==> config.mk <==
export PLATFORM = sky130hd
export DESIGN_NAME = segmem_ctrl
export DESIGN_NICKNAME = d
export VERILOG_FILES = /design/src/design/segmem_pkg.sv /design/src/design/segmem_ctrl.sv
export SDC_FILE = /design/constraint.sdc
export NUM_CORES = 1
export LEC_CHECK = 0
export BUFFER_PORTS_ARGS = -buffer_cell sky130_fd_sc_hd__buf_4
export CAP_MARGIN = 10
export CORE_AREA = 2 2 39 41
export CTS_BUF_LIST = sky130_fd_sc_hd__clkbuf_8
export CTS_CLUSTER_SIZE = 30
export DETAILED_ROUTE_END_ITERATION = 8
export DIE_AREA = 0 0 41 43
export SETUP_SLACK_MARGIN = 0.2
export SKIP_LAST_GASP = 1
export SLEW_MARGIN = 20
export SYNTH_ARGS = -nofsm -noshare
export SYNTH_HDL_FRONTEND = slang
export SYNTH_SLANG_ARGS = --single-unit
export TNS_END_PERCENT = 50
==> constraint.sdc <==
create_clock -name clock -period 2.63 [get_ports clock]
set_clock_uncertainty 0.1 [all_clocks]
set_input_delay 0.1315 -clock clock [delete_from_list [all_inputs] [get_ports clock]]
set_output_delay 0.1315 -clock clock [all_outputs]
set_load 0.01 [all_outputs]
==> src/design/segmem_pkg.sv <==
// segmem_pkg: shared types, codes and sizes for the segmented data memory
// used by segmem_ctrl, segmem_datapath and the top level; no dependencies
`timescale 1ns / 1ps
`default_nettype none

package segmem_pkg;

   // byte offset width inside one region, legal range 12 to 20
   localparam int OFFSET_BITS = 20;
   localparam int LANES       = 4;
   localparam int LANE_BITS   = 2;
   localparam int WORD_BITS   = OFFSET_BITS - LANE_BITS;
   localparam int STORE_WORDS = 1 << WORD_BITS;
   localparam int REGIONS     = 3;

   localparam logic [11:0] REGION_TEXT  = 12'h004;
   localparam logic [11:0] REGION_DATA  = 12'h100;
   localparam logic [11:0] REGION_STACK = 12'h7ff;

   localparam logic [1:0] SIZE_BYTE = 2'd0;
   localparam logic [1:0] SIZE_HALF = 2'd1;
   localparam logic [1:0] SIZE_WORD = 2'd2;
   localparam logic [1:0] SIZE_BAD  = 2'd3;

   localparam logic [1:0] STATUS_OK       = 2'd0;
   localparam logic [1:0] STATUS_UNMAPPED = 2'd1;
   localparam logic [1:0] STATUS_BADSIZE  = 2'd2;

   localparam logic ACTION_READ  = 1'b0;
   localparam logic ACTION_WRITE = 1'b1;

   typedef struct packed {
      logic capture;   // latch the request fields
      logic access;    // memory read or write cycle
      logic format;    // build and register the result
   } cmd_type;

endpackage

`default_nettype wire

==> src/design/segmem_ctrl.sv <==
// segmem_ctrl: sequencing state machine for one access at a time
// depends on segmem_pkg for the command struct
`timescale 1ns / 1ps
`default_nettype none

module segmem_ctrl (
   input  wire logic                clock,
   input  wire logic                reset,
   input  wire logic                start,
   output logic                     busy,
   output segmem_pkg::cmd_type      cmd,
   output logic                     rsp_strobe
);

   typedef enum logic [2:0] {
      ST_IDLE   = 3'b001,
      ST_ACCESS = 3'b010,
      ST_FORMAT = 3'b100
   } state_type;

   state_type state_ff, state_in;
   logic      strobe_ff, strobe_in;

   always_comb begin
      busy        = (state_ff != ST_IDLE);
      cmd.capture = start && !busy;
      cmd.access  = (state_ff == ST_ACCESS);
      cmd.format  = (state_ff == ST_FORMAT);
      strobe_in   = cmd.format;
      case (state_ff)
         ST_IDLE:   state_in = start ? ST_ACCESS : ST_IDLE;
         ST_ACCESS: state_in = ST_FORMAT;
         ST_FORMAT: state_in = ST_IDLE;
         default:   state_in = ST_IDLE;
      endcase
   end

   always_ff @(posedge clock) begin
      if (reset) begin
         state_ff  <= ST_IDLE;
         strobe_ff <= 1'b0;
      end else begin
         state_ff  <= state_in;
         strobe_ff <= strobe_in;
      end
   end

   assign rsp_strobe = strobe_ff;

endmodule

`default_nettype wire

Word level (Yosys, flattened, before mapping)
Cells that the tools add are included.
Storage, ports and cells
  register bits: 4
  bits of input ports: 3
  output and inout port bits: 5
  word-level logic and storage cells: 10
Cells by class
  equal/unequal tests: 4
  mux-type cells: 2
  reductions and logical operators: 2
Operators with widths (count)
  one-hot mux 3 bit (2 select lines): 1
  equality test 3 x 1 -> 1 bit (second input constant): 1
  equality test 3 x 2 -> 1 bit (second input constant): 1
  equality test 3 bit (second input constant): 1
  != test 3 x 1 -> 1 bit (second input constant): 1
  2-to-1 mux 2 bit: 1
  logical AND 1 bit: 1
  logical NOT 1 bit: 1

Depth between registers and ports, before layout
Gate-level depths: netlist of run 1.
  depth in word-level cells: 3
  gate-level depth with buffers: 3

Worst setup path before layout of run 1
OpenSTA, ideal clock, no wires.
  path type: register to register
  start point: register state_ff[0]
  end point: register state_ff[0]
  library setup time: 0.120 ns
  data arrival time: 0.800 ns
  data required time: 2.410 ns
  slack: 1.611 ns
  stages on the path, launching flop included: 4
  buffers on the path: 1
  path through: dfxtp_1 -> buf_6 -> nand2b_1 -> a211o_1
Between the ends
  cells in the longest elaborated chain, start to end: 2
  elaborated cells between the ends (all ways): 3
  classes of those cells: eq/ne (2); mux (1)
Ends and longest elaborated chain
  from (decl): RTL line segmem_ctrl.sv:21  | state_type state_ff, state_in;
  from (signal assigned): RTL line segmem_ctrl.sv:43  | state_ff <= state_in;
  equality test 3 x 2 -> 1 bit or equality test 3 x 1 -> 1 bit (tied branches): RTL line segmem_ctrl.sv:30  | case (state_ff)
  one-hot mux 3 bit (2 select lines) *: RTL line segmem_ctrl.sv:30
Mark *: on every way between the ends. The rest lies on a longest branch, timed or not.
A chain may end at the register's enable or synchronous reset.

==> metrics.md, run 1 <==
| Metric | Value |
|---|---|
| Net Switching | `41.72 uW` |
| Worst-margin pin slew | `0.2419 ns` |
| Sequential cell area | `80.08 um^2` |
| Final ANT Viol Nets | `0` |
| Nets@finish | `32` |
| Cell Area, Synth | `183.9 um^2` |
| Crit-path slowest cell | `dfxtp_1` |
| Post-DR vias/cell | `3.698` |
| Wire per inst | `7.907 um` |
| Max-cap violations | `0` |
| Seq cells post-synth | `4` |
| Net Count, Synth | `23` |
| R2R Setup Slk | `1.61 ns` |
| Share of layout cells above drive strength 1 | `0.4074` |
| Post-CTS Resized | `0` |
| H-tree depth | `1` |
| Final Worst Setup Slack | `1.396 ns` |
| Post-CTS Setup Repair Bufs | `0` |
| Register area share after synthesis | `0.4354` |
| Hold endpoint | `state_ff[2]` |
| 1st-iter DRT viols | `1` |
| Sw Share | `0.1951` |
| Post-route minimum period | `1.234 ns` |
| Vias in the first global route | `140` |
| Hold path cells | `2` |
| Rows | `14` |
| Fin util | `0.1962` |
| Worst EP arrival | `1.00 ns` |
| Clock Path Buffers | `2` |
| Worst r2r src | `state_ff[0]` |
| Die area | `1763 um^2` |
| Fill count | `162` |
| Pwr Total | `213.9 uW` |
| Initial antenna violation count | `0` |
| Outcome | `finished, final reports clean` |
| Root buffer cell | `clkbuf_8` |
| Comb power frac | `0.086` |
| I/O pin count | `8` |
| Synth area leaders | `dfxtp_1 44%, nand2b_1 10%, buf_4 8.2%` |
| CTS buffer count | `3` |
| Max-slew violation count | `0` |
| Final setup TNS | `0 ns` |
| CP Max Fanout | `5` |
| Crit-path cells | `nor2_1 > and3_2 > buf_4` |
| Grt ovf | `0` |
| Period utilization | `0.4692` |
| Clock group share of total power | `0.600` |
| Diodes inserted | `0` |
| Multi-input gate area | `77.57 um^2` |
| Crit path kind | `reg2out` |
| Synth unique cells | `11` |
| First-pass GRT wire length | `565 um` |
| DRC | `0` |
| Worst VDD drop | `0.1894 mV` |
| Die H | `43 um` |
| Chip width | `41 um` |
| Hold Fails Final Rpt | `0` |
| Vias post-DR | `159` |
| Later-pin clock latency in the skew report | `0.22 ns` |
| Worst Min Path Start | `reset` |
| Pre-CTS WS | `1.601 ns` |
| CP required | `2.40 ns` |
| Max Clk Rate | `810.4 MHz` |
| Clock Sinks | `4` |
| Post-synthesis instance total | `20` |
| R2R cell count | `2` |
| Area growth from synthesis to layout | `47.62%` |
| Lkg Pwr | `0.1195 nW` |
| Sequential share of power | `0.313` |
| RSZ-0062 raised after global routing | `no` |
| Crit start category | `flop` |
| CTS clk-pin slew, worst paths | `0.03 ns` |
| PD cells | `787.7 nW/um^2` |
| Overall Global Routing Usage | `0.05628` |
| Core area | `1384 um^2` |
| Critical Path Sink Type | `output port` |
| Pin count of the biggest net entering global routing | `10` |
| End of the worst register-to-register path | `state_ff[0]` |
| Placed Instances | `40` |
| Yosys warns | `0` |
| Port buffer count | `7` |
| Internal power | `172.1 uW` |
| Mean post-synth cell area | `9.196 um^2` |
| Placer Congestion | `0.6048` |
| Max-slew headroom | `0.8385` |
| Cell taking the most area after synthesis | `dfxtp_1` |
| Finished Layout Cells | `43` |
| Drt first pass iters | `2` |
| CTS tree | `done` |
| Setup violators final | `0` |
| Slowest stage delay, CP | `0.37 ns` |
| Post-synth top area share | `0.4354` |
| Hold WC Path Type | `in2reg` |
| Hold buffer count at CTS | `0` |
| Routed WL | `340 um` |
| HPWL Detailed | `262.2 um` |
| Starting Density | `0.1329` |
cells in the mapped netlist (all sizes together):
library cell and n:
dfxtp 4, buf 3, nand2b 3, nor2 3, nor3 2, a211o 1
and3 1, and4b 1, nand2 1, nand3b 1
flip-flops by register name, summed over array words and instances, names as in the netlist:
name / flops
rsp_strobe: 1
state_ff: 3
power by group through the flow:
stage	clock network (mW)	registers [mW]	logic [mW]
floorplan	0	0.0657	0.0151
detailed placement	0	0.0679	0.0189
global route	0.135	0.0679	0.0205
finish	0.128	0.0670	0.0185
global placement	0	0.0679	0.0190
CTS	0.132	0.0670	0.0190
metal layers:
metal	vias up	track usage	share of wire
li1	79	-	-
met1	71	0.04516	0.40
met2	7	0.06250	0.41
met3	2	0.05236	0.13
met4	0	0.08000	0.053
met5	-	0	0
critical path, delay by kind of cell (launching register included):
family	cells	cell delay [ns]
AND/OR/NAND/NOR	2	0.28
buffers and inverters	1	0.14
flip-flops	1	0.37
kinds of logic after synthesis:
kind of cell    Yosys count  share of synthesized area
buf+inv                   3                     0.1428
simple gates             12                     0.3742
compound gates            1                    0.04763
flops                     4                     0.4354
placed cells by master (no fill, tap or decap), drive strengths merged:
cell type and instances:
dfxtp 4, nand2b 3, a211o 1, nand3b 1, and3 1, clkbuf 3, nand2 1, buf 7
and4b 1, nor2 3, nor3 2
metrics by stage:
stage / cell area (um^2) / hold WS [ns]
final: 271.5 / 0.005310
after global routing: 271.5 / 0.01677
after CTS: 271.5 / 0.004064
after detailed placement: 230.2 / 0.2301
after global placement: 230.2 / 0.2340
after floorplan: 183.9 / 0.1083
cell type report:
cell class	count	area share
clock buffer	3	0.1521
multi-input combinational	13	0.2857
sequential	4	0.2949
tap	16	0.07373
timing repair buffer	7	0.1935
worst max path at each step:
stage,from,end,slack [ns],cells past startpoint
4_1_cts,state_ff[1],cmd[2],1.39,3
3_5_place_dp,state_ff[0],state_ff[0],1.60,2
6_report,state_ff[1],cmd[2],1.40,3
3_3_place_gp,state_ff[0],state_ff[0],1.59,2
5_1_grt,state_ff[0],cmd[2],1.33,2
2_1_floorplan,state_ff[0],state_ff[0],1.61,3
Note: power is estimated with default switching activity, not from simulation.
==> run 2, diff against run 1 <==
clock period = 1.1 ns   (was 2.63 ns; I/O delays follow)
==> run 2 against run 1 <==
Effect of this change: the run now ends with setup timing left; global-route usage grew 0.90 points; clock-buffer cell count is the same; non-clock buffer count grew 3; sequential power grew 140%; largest power group unchanged; wire length grew 30%; flip-flop and latch count is the same.
==> metrics.md, run 2 (synthesis gave the netlist of run 1 again) <==
| Metric | Value |
|---|---|
| Crit-path cells | `nor2_4 > and3_4 > buf_6` |
| Grt ovf | `0` |
| PD cells | `1575 nW/um^2` |
| CP Max Fanout | `4` |
| Slowest stage delay, CP | `0.35 ns` |
| I/O pin count | `8` |
| CTS buffer count | `3` |
| Wire per inst | `9.630 um` |
| CP required | `0.94 ns` |
| Max FFs per register | `3` |
| Multi-input gate area | `106.4 um^2` |
| Sequential cell area | `91.34 um^2` |
| Crit path to | `cmd[2]` |
| Diodes inserted | `0` |
| Starting Density | `0.1329` |
| Worst Min Path Start | `start` |
| Pin count of the biggest net entering global routing | `9` |
| Routed WL | `443 um` |
| Commonest non-fill, non-tap cell in the layout | `buf_4` |
| RSZ-0062 raised after global routing | `yes` |
| Final ANT Viol Nets | `0` |
| Failing checks | `setup timing` |
| Most flops, register | `state_ff` |
| Placed Instances | `41` |
| Vias in the first global route | `176` |
| Hold Fails Final Rpt | `0` |
| Post-route minimum period | `1.117 ns` |
| Pre-CTS WS | `0.04998 ns` |
| Design area | `344.1 um^2` |
| Crit-path slowest cell | `dfxtp_4` |
| Max-cap violations | `0` |
| Most frequent cells in the layout | `7 x buf_4, 3 x clkbuf_8, 3 x dfxtp_4` |
| Crit path from | `state_ff[2]` |
| Worst r2r src | `state_ff[1]` |
| CP bufs+invs | `1` |
| Period utilization | `1.016` |
| Root buffer cell | `clkbuf_8` |
| First-pass GRT wire length | `676 um` |
| Placer Congestion | `0.6734` |
| Chip width | `41 um` |
| Vias post-DR | `179` |
| Port buffer count | `7` |
| R2R Setup Slk | `0.09 ns` |
| 1st-iter DRT viols | `4` |
| Drt first pass iters | `2` |
| Hold WC Path Type | `in2reg` |
| Max-slew headroom | `0.9061` |
| Overall Global Routing Usage | `0.06533` |
| End of the worst register-to-register path | `state_ff[0]` |
| Cell family with most CP delay | `flip-flops` |
| Max-slew violation count | `0` |
| Area growth from synthesis to layout | `87.08%` |
| Worst VDD drop | `0.3933 mV` |
| CTS clk-pin slew, worst paths | `0.03 ns` |
| Initial antenna violation count | `0` |
| Max Clk Rate | `895.1 MHz` |
| Final Worst Setup Slack | `-0.01717 ns` |
| DRC | `0` |
| R2R cell count | `2` |
| Die area | `1763 um^2` |
| Later-pin clock latency in the skew report | `0.22 ns` |
| Worst EP arrival | `0.96 ns` |
| Post-DR vias/cell | `3.891` |
| H-tree depth | `1` |
| Crit path kind | `reg2out` |
| Critical Path Sink Type | `output port` |
| Outcome | `complete, but fails checks` |
| Clock Path Buffers | `2` |
| Setup violators final | `2` |
| Die H | `43 um` |
| Crit start category | `flop` |
| Clock Sinks | `4` |
| Hold path cells | `2` |
| Finished Layout Cells | `46` |
| Lkg Pwr | `0.1508 nW` |
| Area after DPL | `246.5 um^2` |
| Worst-margin pin slew | `0.1398 ns` |
| CTS tree | `done` |
| Share of layout cells above drive strength 1 | `0.6667` |
| Core area | `1384 um^2` |
| Critical path depth | `3` |
| Fill count | `160` |
| Nets@finish | `35` |
| Rows | `14` |
## run 2: final cells by class
type                    instances  share of cell area
flip-flops and latches          4              0.2655
clock buffers                   3              0.1200
well taps                      16             0.05818
repair buffers                 10              0.2473
multi-input cells              13              0.3091
## run 2: through the flow
stage	hold slack [ns]	power [mW]	util	setup TNS, ns
finish	0.03433	0.5418	0.2486	-0.02619
global route	0.03543	0.5619	0.2486	-0.1101
CTS	0.03135	0.5476	0.2387	-0.04216
detailed placement	0.1539	0.2154	0.1781	0
global placement	0.1532	0.2143	0.1781	0
floorplan	0.03179	0.1972	-	0
## run 2: repair_timing
action                     4_1_cts  5_1_grt
gates cloned                     0        0
hold endpoints to repair         3        0
buffers inserted                 0        1
resized for setup               10        2
hold buffers                     1        0
pin swaps                        1        1
setup endpoints to repair        5        7
## run 2: worst min path at each step
stage / slack [ns] / end
final: 0.03 / state_ff[1]
after detailed placement: 0.15 / state_ff[2]
after floorplan: 0.03 / rsp_strobe
after global placement: 0.15 / rsp_strobe
after global routing: 0.04 / state_ff[1]
after CTS: 0.03 / state_ff[1]
## run 2: power breakdown
part           switching, mW  leakage [nW]  internal [mW]  total, mW
registers             0.0107        0.0342          0.149      0.160
logic                 0.0240        0.0951         0.0454     0.0694
clock network         0.0792        0.0216          0.234      0.313
total                  0.114         0.151          0.428      0.542
## run 2: routing by layer
layer | up-vias | wire length, um | GRT usage
li1 | 85 | - | -
met1 | 86 | 162 | 0.05484
met2 | 8 | 225 | 0.08438
met3 | 0 | 56 | 0.07853
met4 | 0 | 0 | 0.04000
met5 | - | 0 | 0
==> run 3, diff against run 2 <==
CTS_BUF_LIST = sky130_fd_sc_hd__clkbuf_4 sky130_fd_sc_hd__clkbuf_8   (was sky130_fd_sc_hd__clkbuf_8)
==> run 3 against run 2 <==
Effect of this change: the run still ends with setup timing left; first-iteration DRC count decreased by 75%; worst setup slack got worse by 0.017 ns; flip-flop and latch count unchanged; clock power decreased by 41%; combinational power increased by 5.9%; sequential share of layout area increased by 0.90 points; largest power group unchanged.
==> metrics.md, run 3 (synthesis gave the netlist of run 1 again) <==
| Metric | Value |
|---|---|
| Outcome | `complete, but fails checks` |
| Failing checks | `setup timing` |
| Die area | `1763 um^2` |
| Crit-path cells | `nor2_4 > and3_4 > buf_6` |
| Area growth from synthesis to layout | `80.95%` |
| Crit path kind | `reg2out` |
| Critical Path Sink Type | `output port` |
| Pin count of the biggest net entering global routing | `9` |
| R2R Setup Slk | `0.04 ns` |
| H-tree depth | `1` |
| Port buffer count | `7` |
| Multi-input gate area | `106.4 um^2` |
| Hold Fails Final Rpt | `0` |
| Drt first pass iters | `2` |
| Worst VDD drop | `0.3748 mV` |
| R2R cell count | `3` |
| DRC | `0` |
| Wire per inst | `9.787 um` |
| Fin util | `0.2405` |
| Share of layout cells above drive strength 1 | `0.6774` |
| Max-slew violation count | `0` |
| Clock Sinks | `4` |
| 1st-iter DRT viols | `1` |
| Post-route minimum period | `1.134 ns` |
| Clock Path Buffers | `2` |
| Nets@finish | `36` |
| Core area | `1384 um^2` |
| End of the worst register-to-register path | `state_ff[0]` |
| Hold WC Path Type | `in2reg` |
| Vias in the first global route | `169` |
| Lkg Pwr | `0.1474 nW` |
| Starting Density | `0.1329` |
| Worst r2r src | `state_ff[0]` |
| Later-pin clock latency in the skew report | `0.24 ns` |
| Fill count | `164` |
| Commonest non-fill, non-tap cell in the layout | `buf_4` |
| Crit-path slowest cell | `dfxtp_4` |
| Final ANT Viol Nets | `0` |
| Max FFs per register | `3` |
| Post-DR vias/cell | `3.766` |
| Hold endpoint | `state_ff[1]` |
| Period utilization | `1.031` |
| First-pass GRT wire length | `648 um` |
| Most frequent cells in the layout | `8 x buf_4, 3 x clkbuf_4, 3 x dfxtp_4` |
| Vias post-DR | `177` |
| Overall Global Routing Usage | `0.05930` |
| Worst Min Path Start | `reset` |
| Rows | `14` |
| Finished Layout Cells | `47` |
| Worst-margin pin slew | `0.1408 ns` |
| Diodes inserted | `0` |
| Sequential cell area | `91.34 um^2` |
| CP Max Fanout | `4` |
| Slowest stage delay, CP | `0.36 ns` |
| CTS clk-pin slew, worst paths | `0.04 ns` |
| Setup violators final | `2` |
| RSZ-0062 raised after global routing | `yes` |
| Most flops, register | `state_ff` |
| Root buffer cell | `clkbuf_4` |
| Worst EP arrival | `0.98 ns` |
| Die H | `43 um` |
| Max Clk Rate | `881.8 MHz` |
| Routed WL | `460 um` |
| Initial antenna violation count | `0` |
| CP required | `0.94 ns` |
| Placed Instances | `41` |
| CTS buffer count | `3` |
| Final Worst Setup Slack | `-0.03408 ns` |
| PD cells | `1253 nW/um^2` |
| Hold path cells | `2` |
| Grt ovf | `0` |
| Max-cap violations | `0` |
| Max-slew headroom | `0.9054` |
| I/O pin count | `8` |
| Placer Congestion | `0.6734` |
| Chip width | `41 um` |
| CTS tree | `done` |
| Crit start category | `flop` |
## run 3: cell count changes in the layout (fill, tap and decap cells not counted), sizes merged
cell  change
buf       +1
## run 3: cell type report
type | instances | area share
tap | 16 | 0.06015
clock buffer | 3 | 0.06767
timing repair buffer | 11 | 0.2782
sequential | 4 | 0.2744
multi-input combinational | 13 | 0.3195
## run 3: what timing repair did
action                                 CTS  global route
resized for setup                       10             2
hold buffers                             1             0
setup buffers                            0             2
pin swaps                                1             1
endpoints found under the hold margin    3             0
setup endpoints to repair                5             6
## run 3: through the flow
| step | hold WS [ns] | TNS, ns | instance area, um^2 | power (mW) | setup slack (ns) |
|---|---|---|---|---|---|
| final | 0.01420 | -0.05813 | 332.8 | 0.4170 | -0.03408 |
| after global routing | 0.01182 | -0.1769 | 332.8 | 0.4386 | -0.08669 |
| after CTS | 0.008169 | -0.1071 | 311.5 | 0.4212 | -0.04603 |
| after detailed placement | 0.1539 | 0 | 246.5 | 0.2154 | 0.04998 |
| after global placement | 0.1532 | 0 | 246.5 | 0.2143 | 0.08350 |
| after floorplan | 0.03179 | 0 | 192.7 | 0.1972 | 0.1212 |
## run 3: how the worst max path moves through the flow
stage / from / end / slack (ns)
2_1_floorplan: state_ff[0] / state_ff[0] / 0.12
3_3_place_gp: state_ff[0] / state_ff[0] / 0.08
3_5_place_dp: state_ff[0] / state_ff[0] / 0.05
4_1_cts: state_ff[2] / cmd[2] / -0.05
5_1_grt: state_ff[2] / cmd[2] / -0.09
6_report: state_ff[2] / cmd[2] / -0.03
## run 3: metal layers
metal	wire length (um)	up-vias	GRT usage
met5	0	-	0
li1	-	90	-
met3	46	0	0.07853
met4	0	0	0
met2	226	7	0.08125
met1	188	80	0.05806
## run 3: critical path: cells and delay by family, from the launching register on
| family | cells | cell delay (ns) |
|---|---|---|
| buffers and inverters | 1 | 0.09 |
| flip-flops | 1 | 0.36 |
| AND/OR/NAND/NOR | 2 | 0.29 |
## run 3: where the power goes
part | total [mW] | internal [mW] | switching, mW
clock | 0.184 | 0.122 | 0.0620
combinational | 0.0735 | 0.0485 | 0.0250
sequential | 0.159 | 0.149 | 0.0107
